### config.mk
export PLATFORM = sky130hd
export DESIGN_NAME = aac_joint_stereo_reconstruct
export DESIGN_NICKNAME = d
export VERILOG_FILES = /design/src/hdl/ajs_pkg.sv /design/src/hdl/ajs_ms_decode.sv /design/src/hdl/ajs_gain_mul.sv /design/src/hdl/ajs_shift_sat.sv /design/src/hdl/aac_joint_stereo_reconstruct.sv
export SDC_FILE = /design/constraint.sdc
export NUM_CORES = 2
export LEC_CHECK = 0
export BUFFER_PORTS_ARGS = -buffer_cell sky130_fd_sc_hd__buf_2
export CORE_MARGIN = 1.5
export CORE_UTILIZATION = 60
export CTS_BUF_LIST = sky130_fd_sc_hd__clkbuf_2 sky130_fd_sc_hd__clkbuf_4 sky130_fd_sc_hd__clkbuf_8
export CTS_CLUSTER_SIZE = 10
export DETAILED_ROUTE_END_ITERATION = 7
export GPL_TIMING_DRIVEN = 0
export HOLD_SLACK_MARGIN = 0.1
export PLACE_DENSITY = 0.8
export SLEW_MARGIN = 40
export SYNTH_ARGS = -nofsm -noshare
export SYNTH_HDL_FRONTEND = slang
export SYNTH_HIERARCHICAL = 1
export SYNTH_SLANG_ARGS = --single-unit
### constraint.sdc
create_clock -name i_clk -period 17.6 [get_ports i_clk]
set_input_delay 0 -clock i_clk [delete_from_list [all_inputs] [get_ports i_clk]]
set_output_delay 0 -clock i_clk [all_outputs]
set_load 0.005 [all_outputs]
### src/hdl/ajs_pkg.sv
// Shared constants, control types and the quarter-octave gain table for joint-stereo reconstruction.
package ajs_pkg;

    localparam int COEF_WIDTH_DEF = 32;
    localparam int GAIN_W         = 31;
    localparam int SHIFT_W        = 9;
    localparam int SF_W           = 9;
    localparam int EXP_W          = 10;

    localparam logic [3:0] CB_IS_OUT_PHASE = 4'd14;
    localparam logic [3:0] CB_IS_IN_PHASE  = 4'd15;

    localparam logic [1:0] MS_MODE_OFF     = 2'd0;
    localparam logic [1:0] MS_MODE_BAND    = 2'd1;
    localparam logic [1:0] MS_MODE_ALL     = 2'd2;
    localparam logic [1:0] MS_MODE_NO_FLIP = 2'd3;

    localparam logic signed [SF_W-1:0] IS_POS_MAX = 9'sd128;
    localparam logic signed [SF_W-1:0] IS_POS_MIN = -9'sd128;

    // Scale request that travels alongside the coefficient pair.
    typedef struct packed {
        logic                      scl;    // right output comes from the gain path
        logic                      neg;    // invert the sign of the scaled result
        logic [1:0]                g_idx;  // fractional quarter-octave step
        logic signed [SHIFT_W-1:0] shift;  // right shift after the Q1.30 product, left when negative
    } t_ajs_ctl;

    // 2^(idx/4) in Q1.30, rounded to nearest.
    function automatic logic [GAIN_W-1:0] gain_q30(input logic [1:0] idx);
        logic [GAIN_W-1:0] g;
        case (idx)
            2'd0:    g = 31'd1073741824;
            2'd1:    g = 31'd1276901417;
            2'd2:    g = 31'd1518500250;
            default: g = 31'd1805811301;
        endcase
        return g;
    endfunction

endpackage

### src/hdl/ajs_ms_decode.sv
// Mid/side sum and difference with saturation, and decode of the gain request.
module ajs_ms_decode #(
    parameter int COEF_WIDTH = ajs_pkg::COEF_WIDTH_DEF
) (
    input  logic signed [COEF_WIDTH-1:0]    i_left_coef,
    input  logic signed [COEF_WIDTH-1:0]    i_right_coef,
    input  logic [1:0]                      i_ms_mode,
    input  logic                            i_ms_band_flag,
    input  logic                            i_pns_left,
    input  logic                            i_pns_right,
    input  logic [3:0]                      i_right_codebook,
    input  logic signed [ajs_pkg::SF_W-1:0] i_left_scalefactor,
    input  logic signed [ajs_pkg::SF_W-1:0] i_right_scalefactor,
    output logic signed [COEF_WIDTH-1:0]    o_left,
    output logic signed [COEF_WIDTH-1:0]    o_right,
    output ajs_pkg::t_ajs_ctl               o_ctl
);
    import ajs_pkg::*;

    localparam logic [COEF_WIDTH-1:0] C_MAX = {1'b0, {(COEF_WIDTH-1){1'b1}}};
    localparam logic [COEF_WIDTH-1:0] C_MIN = {1'b1, {(COEF_WIDTH-1){1'b0}}};

    logic signed [COEF_WIDTH:0]  sum;
    logic signed [COEF_WIDTH:0]  dif;
    logic [COEF_WIDTH-1:0]       sum_sat;
    logic [COEF_WIDTH-1:0]       dif_sat;
    logic                        ms_on;
    logic                        ms_sd;
    logic                        ms_pns;
    logic                        is_on;
    logic                        flip_ms;
    logic signed [SF_W-1:0]      pos;
    logic signed [EXP_W-1:0]     expo;
    logic signed [7:0]           q;

    always_comb begin
        sum = {i_left_coef[COEF_WIDTH-1], i_left_coef} + {i_right_coef[COEF_WIDTH-1], i_right_coef};
        dif = {i_left_coef[COEF_WIDTH-1], i_left_coef} - {i_right_coef[COEF_WIDTH-1], i_right_coef};
        sum_sat = (sum[COEF_WIDTH] != sum[COEF_WIDTH-1]) ?
                  (sum[COEF_WIDTH] ? C_MIN : C_MAX) : sum[COEF_WIDTH-1:0];
        dif_sat = (dif[COEF_WIDTH] != dif[COEF_WIDTH-1]) ?
                  (dif[COEF_WIDTH] ? C_MIN : C_MAX) : dif[COEF_WIDTH-1:0];

        ms_on   = (i_ms_mode == MS_MODE_BAND) ? i_ms_band_flag : (i_ms_mode != MS_MODE_OFF);
        ms_sd   = ms_on && (i_pns_left == i_pns_right) && !i_pns_left;
        ms_pns  = ms_on && (i_pns_left == i_pns_right) && i_pns_left;
        is_on   = (i_right_codebook == CB_IS_OUT_PHASE) || (i_right_codebook == CB_IS_IN_PHASE);
        flip_ms = (i_ms_mode == MS_MODE_ALL) || ((i_ms_mode == MS_MODE_BAND) && i_ms_band_flag);

        if (i_right_scalefactor > IS_POS_MAX) begin
            pos = IS_POS_MAX;
        end else if (i_right_scalefactor < IS_POS_MIN) begin
            pos = IS_POS_MIN;
        end else begin
            pos = i_right_scalefactor;
        end

        // Intensity gain is 0.5^(pos/4), noise gain is 2^((sfR - sfL)/4).
        if (is_on) begin
            expo = 10'sd0 - {pos[SF_W-1], pos};
        end else begin
            expo = {i_right_scalefactor[SF_W-1], i_right_scalefactor}
                 - {i_left_scalefactor[SF_W-1], i_left_scalefactor};
        end
        q = expo[EXP_W-1:2];

        o_left        = ms_sd ? sum_sat : i_left_coef;
        o_right       = ms_sd ? dif_sat : i_right_coef;
        o_ctl.scl     = is_on || ms_pns;
        o_ctl.neg     = is_on && ((i_right_codebook == CB_IS_OUT_PHASE) ^ flip_ms);
        o_ctl.g_idx   = expo[1:0];
        o_ctl.shift   = 9'sd30 - {q[7], q};
    end

endmodule

### src/hdl/ajs_gain_mul.sv
// Magnitude, split gain multiply, partial product sum and rounding add, four register stages.
module ajs_gain_mul #(
    parameter int COEF_WIDTH = ajs_pkg::COEF_WIDTH_DEF
) (
    input  logic                                      i_clk,
    input  logic [3:0]                                i_en,
    input  logic signed [COEF_WIDTH-1:0]              i_left,
    input  logic signed [COEF_WIDTH-1:0]              i_right,
    input  ajs_pkg::t_ajs_ctl                         i_ctl,
    output logic [COEF_WIDTH+ajs_pkg::GAIN_W:0]       o_rnd,
    output logic signed [COEF_WIDTH-1:0]              o_left,
    output logic signed [COEF_WIDTH-1:0]              o_right,
    output ajs_pkg::t_ajs_ctl                         o_ctl
);
    import ajs_pkg::*;

    localparam int H  = COEF_WIDTH / 2;
    localparam int PW = COEF_WIDTH + GAIN_W;
    localparam logic signed [SHIFT_W-1:0] PW_S = SHIFT_W'(PW);

    logic [COEF_WIDTH-1:0]          r_s2_mag;
    logic signed [COEF_WIDTH-1:0]   r_s2_left,  r_s3_left,  r_s4_left,  r_s5_left;
    logic signed [COEF_WIDTH-1:0]   r_s2_right, r_s3_right, r_s4_right, r_s5_right;
    t_ajs_ctl                       r_s2_ctl,   r_s3_ctl,   r_s4_ctl,   r_s5_ctl;
    logic [H+GAIN_W-1:0]            r_s3_plo;
    logic [COEF_WIDTH-H+GAIN_W-1:0] r_s3_phi;
    logic [PW-1:0]                  r_s4_prod;
    logic [PW:0]                    r_s5_rnd;
    logic [COEF_WIDTH-1:0]          n_mag;
    t_ajs_ctl                       n_ctl;
    logic [GAIN_W-1:0]              n_gain;
    logic [SHIFT_W-1:0]             n_rbit;
    logic [PW:0]                    n_add;

    always_comb begin
        n_mag     = i_left[COEF_WIDTH-1] ? (COEF_WIDTH'(0) - i_left) : i_left;
        // The sign of the input folds into the sign request, the multiply sees a magnitude.
        n_ctl     = i_ctl;
        n_ctl.neg = i_ctl.neg ^ i_left[COEF_WIDTH-1];
        n_gain    = gain_q30(r_s2_ctl.g_idx);
        n_rbit    = SHIFT_W'(r_s4_ctl.shift - 9'sd1);
        // Half an output LSB, only when the result is shifted right within the product.
        if ((r_s4_ctl.shift > 9'sd0) && (r_s4_ctl.shift <= PW_S)) begin
            n_add = (PW+1)'(1) << n_rbit;
        end else begin
            n_add = '0;
        end
    end

    always_ff @(posedge i_clk) begin
        if (i_en[0]) begin
            r_s2_mag     <= n_mag;
            r_s2_left    <= i_left;
            r_s2_right   <= i_right;
            r_s2_ctl     <= n_ctl;
        end
        if (i_en[1]) begin
            r_s3_plo   <= r_s2_mag[H-1:0] * n_gain;
            r_s3_phi   <= r_s2_mag[COEF_WIDTH-1:H] * n_gain;
            r_s3_left  <= r_s2_left;
            r_s3_right <= r_s2_right;
            r_s3_ctl   <= r_s2_ctl;
        end
        if (i_en[2]) begin
            r_s4_prod  <= {r_s3_phi, {H{1'b0}}} + PW'(r_s3_plo);
            r_s4_left  <= r_s3_left;
            r_s4_right <= r_s3_right;
            r_s4_ctl   <= r_s3_ctl;
        end
        if (i_en[3]) begin
            r_s5_rnd   <= {1'b0, r_s4_prod} + n_add;
            r_s5_left  <= r_s4_left;
            r_s5_right <= r_s4_right;
            r_s5_ctl   <= r_s4_ctl;
        end
    end

    assign o_rnd   = r_s5_rnd;
    assign o_left  = r_s5_left;
    assign o_right = r_s5_right;
    assign o_ctl   = r_s5_ctl;

endmodule

### src/hdl/ajs_shift_sat.sv
// Power-of-two shift with saturation, then sign and final result selection, two register stages.
module ajs_shift_sat #(
    parameter int COEF_WIDTH = ajs_pkg::COEF_WIDTH_DEF
) (
    input  logic                                i_clk,
    input  logic [1:0]                          i_en,
    input  logic [COEF_WIDTH+ajs_pkg::GAIN_W:0] i_rnd,
    input  logic signed [COEF_WIDTH-1:0]        i_left,
    input  logic signed [COEF_WIDTH-1:0]        i_right,
    input  ajs_pkg::t_ajs_ctl                   i_ctl,
    output logic signed [COEF_WIDTH-1:0]        o_left_out,
    output logic signed [COEF_WIDTH-1:0]        o_right_out
);
    import ajs_pkg::*;

    localparam int PW = COEF_WIDTH + GAIN_W;
    localparam logic signed [SHIFT_W-1:0] PW_S = SHIFT_W'(PW);
    localparam logic [SHIFT_W-1:0]        W_U  = SHIFT_W'(COEF_WIDTH);

    logic [COEF_WIDTH-1:0]        r_s6_mag;
    logic                         r_s6_neg;
    logic                         r_s6_scl;
    logic signed [COEF_WIDTH-1:0] r_s6_left;
    logic signed [COEF_WIDTH-1:0] r_s6_right;
    logic signed [COEF_WIDTH-1:0] r_left_out;
    logic signed [COEF_WIDTH-1:0] r_right_out;
    logic [COEF_WIDTH-1:0]        n_limit;
    logic [SHIFT_W-1:0]           n_k;
    logic [PW:0]                  n_shr;
    logic [PW:0]                  n_shl;
    logic [COEF_WIDTH-1:0]        n_mag;

    always_comb begin
        n_limit = i_ctl.neg ? {1'b1, {(COEF_WIDTH-1){1'b0}}} : {1'b0, {(COEF_WIDTH-1){1'b1}}};
        n_k     = SHIFT_W'(-i_ctl.shift);
        n_shr   = i_rnd >> SHIFT_W'(i_ctl.shift);
        n_shl   = i_rnd << n_k;
        if (i_ctl.shift > 9'sd0) begin
            if (i_ctl.shift > PW_S) begin
                n_mag = '0;
            end else if (n_shr > (PW+1)'(n_limit)) begin
                n_mag = n_limit;
            end else begin
                n_mag = n_shr[COEF_WIDTH-1:0];
            end
        end else begin
            // Left shift: anything reaching 2^COEF_WIDTH is clipped before the limit test.
            if (i_rnd == '0) begin
                n_mag = '0;
            end else if (n_k > W_U) begin
                n_mag = n_limit;
            end else if ((i_rnd >> (W_U - n_k)) != '0) begin
                n_mag = n_limit;
            end else if (n_shl[COEF_WIDTH-1:0] > n_limit) begin
                n_mag = n_limit;
            end else begin
                n_mag = n_shl[COEF_WIDTH-1:0];
            end
        end
    end

    always_ff @(posedge i_clk) begin
        if (i_en[0]) begin
            r_s6_mag   <= n_mag;
            r_s6_neg   <= i_ctl.neg;
            r_s6_scl   <= i_ctl.scl;
            r_s6_left  <= i_left;
            r_s6_right <= i_right;
        end
        if (i_en[1]) begin
            r_left_out <= r_s6_left;
            if (!r_s6_scl) begin
                r_right_out <= r_s6_right;
            end else if (r_s6_neg) begin
                r_right_out <= COEF_WIDTH'(0) - r_s6_mag;
            end else begin
                r_right_out <= r_s6_mag;
            end
        end
    end

    assign o_left_out  = r_left_out;
    assign o_right_out = r_right_out;

endmodule

### src/hdl/aac_joint_stereo_reconstruct.sv
// Top level of the joint-stereo reconstruction pipeline: stream ports, valid chain and stage 1.
//
// One input beat carries a left/right spectral coefficient pair with the attributes of its
// scalefactor band; one output beat carries the reconstructed pair. Mid/side gives sum and
// difference, or a scaled left for noise-substituted bands, and intensity codebooks then
// rebuild right from the new left with a quarter-octave gain. All results saturate.
// The slave channel takes beats on i_s_axis_*, the master channel delivers them on
// o_m_axis_*; a beat moves when tvalid and tready are both high at a rising edge.
// An accepted beat runs through stage 1, the gain multiply stages and the shift stages.
// Throughput is one beat per cycle unless the receiver stalls; each of the seven stages
// has its own valid bit and loads whenever it is empty or the stage after it moves, so
// gaps in the stream are squeezed out and new beats are taken while a finished result
// waits at the output. The deepest logic sits in the variable shift and saturation stage
// and the split gain multiply, each in a stage of its own.
// When the receiver holds i_m_axis_tready low, full stages with no gap after them freeze;
// o_s_axis_tready falls only once every stage holds a beat; nothing is dropped or repeated.
// The synchronous active-low reset empties every stage; no beats are delivered until new
// ones arrive. There is no configuration and no state carried between beats.
module aac_joint_stereo_reconstruct #(
    parameter int COEF_WIDTH = ajs_pkg::COEF_WIDTH_DEF
) (
    input  logic                                          i_clk,
    input  logic                                          i_rst_n,
    input  logic                                          i_s_axis_tvalid,
    output logic                                          o_s_axis_tready,
    // From bit 0: left_coef, right_coef, ms_mode, ms_band_flag, pns_left, pns_right,
    // right_codebook, left_scalefactor, right_scalefactor, zero padding.
    input  logic [((2*COEF_WIDTH+27+7)/8)*8-1:0]          i_s_axis_tdata,
    output logic                                          o_m_axis_tvalid,
    input  logic                                          i_m_axis_tready,
    // From bit 0: left_out, right_out, zero padding.
    output logic [((2*COEF_WIDTH+7)/8)*8-1:0]             o_m_axis_tdata
);
    import ajs_pkg::*;

    localparam int OUT_TW  = ((2*COEF_WIDTH+7)/8)*8;
    localparam int OFS_R   = COEF_WIDTH;
    localparam int OFS_MM  = 2*COEF_WIDTH;
    localparam int OFS_FL  = OFS_MM + 2;
    localparam int OFS_PL  = OFS_FL + 1;
    localparam int OFS_PR  = OFS_PL + 1;
    localparam int OFS_CB  = OFS_PR + 1;
    localparam int OFS_SFL = OFS_CB + 4;
    localparam int OFS_SFR = OFS_SFL + SF_W;
    localparam int NSTG    = 7;

    logic [NSTG-1:0]              r_vld;
    logic [NSTG-1:0]              stg_en;
    logic signed [COEF_WIDTH-1:0] dec_left;
    logic signed [COEF_WIDTH-1:0] dec_right;
    t_ajs_ctl                     dec_ctl;
    logic signed [COEF_WIDTH-1:0] r_s1_left;
    logic signed [COEF_WIDTH-1:0] r_s1_right;
    t_ajs_ctl                     r_s1_ctl;
    logic [COEF_WIDTH+GAIN_W:0]   mul_rnd;
    logic signed [COEF_WIDTH-1:0] mul_left;
    logic signed [COEF_WIDTH-1:0] mul_right;
    t_ajs_ctl                     mul_ctl;
    logic signed [COEF_WIDTH-1:0] res_left;
    logic signed [COEF_WIDTH-1:0] res_right;

    // A stage loads when it is empty or its successor is loading; the last one when the
    // receiver takes the beat.
    always_comb begin
        stg_en[NSTG-1] = !r_vld[NSTG-1] || i_m_axis_tready;
        for (int k = NSTG-2; k >= 0; k--) begin
            stg_en[k] = !r_vld[k] || stg_en[k+1];
        end
    end

    always_ff @(posedge i_clk) begin
        if (!i_rst_n) begin
            r_vld <= '0;
        end else begin
            if (stg_en[0]) begin
                r_vld[0] <= i_s_axis_tvalid;
            end
            for (int k = 1; k < NSTG; k++) begin
                if (stg_en[k]) begin
                    r_vld[k] <= r_vld[k-1];
                end
            end
        end
    end

    ajs_ms_decode #(
        .COEF_WIDTH (COEF_WIDTH)
    ) u_decode (
        .i_left_coef         (i_s_axis_tdata[COEF_WIDTH-1:0]),
        .i_right_coef        (i_s_axis_tdata[OFS_R +: COEF_WIDTH]),
        .i_ms_mode           (i_s_axis_tdata[OFS_MM +: 2]),
        .i_ms_band_flag      (i_s_axis_tdata[OFS_FL]),
        .i_pns_left          (i_s_axis_tdata[OFS_PL]),
        .i_pns_right         (i_s_axis_tdata[OFS_PR]),
        .i_right_codebook    (i_s_axis_tdata[OFS_CB +: 4]),
        .i_left_scalefactor  (i_s_axis_tdata[OFS_SFL +: SF_W]),
        .i_right_scalefactor (i_s_axis_tdata[OFS_SFR +: SF_W]),
        .o_left              (dec_left),
        .o_right             (dec_right),
        .o_ctl               (dec_ctl)
    );

    always_ff @(posedge i_clk) begin
        if (stg_en[0]) begin
            r_s1_left  <= dec_left;
            r_s1_right <= dec_right;
            r_s1_ctl   <= dec_ctl;
        end
    end

    ajs_gain_mul #(
        .COEF_WIDTH (COEF_WIDTH)
    ) u_gain_mul (
        .i_clk   (i_clk),
        .i_en    (stg_en[4:1]),
        .i_left  (r_s1_left),
        .i_right (r_s1_right),
        .i_ctl   (r_s1_ctl),
        .o_rnd   (mul_rnd),
        .o_left  (mul_left),
        .o_right (mul_right),
        .o_ctl   (mul_ctl)
    );

    ajs_shift_sat #(
        .COEF_WIDTH (COEF_WIDTH)
    ) u_shift_sat (
        .i_clk       (i_clk),
        .i_en        (stg_en[6:5]),
        .i_rnd       (mul_rnd),
        .i_left      (mul_left),
        .i_right     (mul_right),
        .i_ctl       (mul_ctl),
        .o_left_out  (res_left),
        .o_right_out (res_right)
    );

    assign o_s_axis_tready = stg_en[0];
    assign o_m_axis_tvalid = r_vld[NSTG-1];
    assign o_m_axis_tdata  = OUT_TW'({res_right, res_left});

endmodule

==> reports/metrics.csv <==
stage;metric;value;unit
timing;setup_tns;0;ps
clock_tree;clock_sinks;800;
final_layout;drive_gt1_frac;0.0868;
worst_setup_path;required;18130;ps
die;fp.dieH;357;µm
timing;fmax;91.5;MHz
synth;avgSynthCellArea;10.1;µm²
clock_tree;cts_tree;yes;
worst_setup_path;r2r-start;u_gain_mul/r_s2_ctl[9]$_DFFE_PP_;
clock_tree;cts-buffers-inserted;121;
route;drt_iter0_drc;6630;
global_route;grt_pass1_vias;59200;
final_layout;areaGrowthSynthToFinish;10.2;%
clock_tree;cts_resized;0;
die;start_util;0.607;
route;dr.pass1.iters;8;
timing;timing.slew.headroom;0.303;
die;dieWidth;357;µm
route;routed_via_density;6.22;
worst_setup_path;slowest_stage;buf_1;
job;maxCapViolCount;0;
die;rows;129;
die;coreArea;124000;µm²
die;ios;166;
outcome;status;finished with violations;
worst_setup_path;crit_path_frequent_cell;fa_1;
worst_setup_path;r2r-end;u_gain_mul/r_s3_plo[45]$_DFFE_PP_;
worst_hold_path;holdPathEnd;r_s1_ctl[0]$_DFFE_PP_;
final_layout;nets;9261;
worst_setup_path;cp_slowest_stage_delay;690;ps
worst_setup_path;start_kind;register;
placed_design;hpwl;198000;µm
worst_setup_path;end_kind;register;
timing;setup_viol;0;
placed_design;gp_congestion;1.03;
outcome;violations;design-rule violations;
route;drc;5;
clock_tree;cts_max_level;3;
worst_hold_path;hp-class;input pin to register;
worst_setup_path;crit_type;register to register;
timing;final-max-slew-violation-count;0;
timing;min_period;10930;ps
timing;rsz0062_at_grt;false;
synth;syn_inst;7430;
global_route;antenna_found_initial;13;
route;via_count;59900;
clock_tree;cts-root-buf;clkbuf_8;
worst_setup_path;rr_worst_depth;28;
clock_tree;path_clk_slew;80;ps
clock_tree;cts_setup_buffers;0;
die;die-area;128000;µm²
route;wl_per_cell;25.6;µm
placed_design;portBuffers;160;
global_route;grtUsageTotal;0.384;
timing;tightest_slew;1030;ps
clock_tree;clk-insertion-delay-late;860;ps
global_route;gr-total-overflow;0;
worst_hold_path;holdCritStartpoint;i_s_axis_tdata[75];
timing;min_period_over_period;0.621;
timing;worst_slack;6670;ps
worst_setup_path;critPathMaxFanout;10;
route;ant_nets;0;
placed_design;preCtsSetupSlack;7030;ps
worst_setup_path;crit_arrival;11470;ps
timing;hold_violations;0;
clock_tree;cts_hold_buf;146;
synth;synth_area;75300;µm²
worst_setup_path;rrSetupSlack;6670;ps
timing;fin_skew;82.3;ps
clock_tree;cts_buffer_depth;3;
route;wirelength;247000;µm
synth;syn_nets;8811;
global_route;grt_max_degree;91;
synth;synth-warning-count;6;
global_route;grt_pass1_wl;365000;µm
worst_hold_path;worst_hold_path.num_cells;6;
[placed cells by master, fill, tap and decap left out, types with 128 or more instances in the layout]
| cell | count |
|---|---|
| xnor2_1 | 218 |
| mux2i_1 | 128 |
| o21ai_0 | 231 |
| nor2_1 | 453 |
| nand2_1 | 568 |
| a21o_1 | 142 |
| ha_1 | 574 |
| dlygate4sd3_1 | 148 |
| clkbuf_8 | 136 |
| clkbuf_1 | 196 |
| buf_2 | 223 |
| edfxtp_1 | 793 |
| a21oi_1 | 444 |
| inv_1 | 1185 |
| fa_1 | 707 |
| xor2_1 | 130 |
[sequential cells by signal, indices dropped and copies added (netlist names), 47 cells and up]
signal                cells
u_gain_mul/r_s4_prod     63
u_gain_mul/o_rnd         64
u_gain_mul/r_s3_phi      47
u_gain_mul/r_s3_plo      47
[worst max-delay path: cells and delay by family, from the launching register on]
kind	cells	cell delay, ps
simple gates	2	850
mux	1	160
buf+inv	9	3140
compound gates	8	2400
fa+ha+maj	8	3490
flops	1	550
[layer usage]
layer / vias up / track usage / share of wire
li1: 26500 / - / -
met1: 29200 / 0.506 / 0.39
met2: 3440 / 0.597 / 0.45
met3: 790 / 0.0869 / 0.10
met4: 10 / 0.200 / 0.061
met5: - / 0 / 0.00030
[worst max-delay path by stage]
stage                                startpoint                                 to  slack [ps]  cells after the start
4_1_cts        u_gain_mul/r_s2_ctl[9]$_DFFE_PP_  u_gain_mul/r_s3_plo[45]$_DFFE_PP_        6980                     28
2_1_floorplan  u_gain_mul/r_s2_ctl[9]$_DFFE_PP_  u_gain_mul/r_s3_plo[45]$_DFFE_PP_       10040                     29
6_report       u_gain_mul/r_s2_ctl[9]$_DFFE_PP_  u_gain_mul/r_s3_plo[45]$_DFFE_PP_        6670                     28
3_3_place_gp   u_gain_mul/r_s2_ctl[9]$_DFFE_PP_  u_gain_mul/r_s3_plo[45]$_DFFE_PP_        6820                     28
3_5_place_dp   u_gain_mul/r_s2_ctl[9]$_DFFE_PP_  u_gain_mul/r_s3_plo[45]$_DFFE_PP_        7030                     28
5_1_grt        u_gain_mul/r_s2_ctl[9]$_DFFE_PP_  u_gain_mul/r_s3_plo[45]$_DFFE_PP_        6490                     29
[metrics by stage]
| step | utilization | hold slack [ps] | instance area, µm² | cells |
|---|---|---|---|---|
| final | 0.669 | 123 | 83000 | 9628 |
| after global routing | 0.669 | 95.4 | 83000 | 9624 |
| after CTS | 0.668 | 106 | 83000 | 9622 |
| after detailed placement | 0.634 | 224 | 78700 | 9248 |
| after global placement | 0.630 | 219 | 78200 | 9227 |
| after floorplan | - | 113 | 75300 | 7430 |
[layout make-up]
| type | count | area (µm²) |
|---|---|---|
| Antenna cell | 6 | 15.0 |
| Buffer | 316 | 1480 |
| Clock buffer | 160 | 2030 |
| Clock inverter | 68 | 766 |
| Fill cell | 9643 | 41100 |
| Inverter | 1196 | 4510 |
| Multi-Input combinational cell | 5118 | 45500 |
| Sequential cell | 800 | 24000 |
| Tap cell | 1637 | 2050 |
| Timing Repair Buffer | 327 | 2680 |
Power is left out: the tool's default activity adds up to more than one toggle a clock period on the data nets, which glitch-free logic cannot reach.
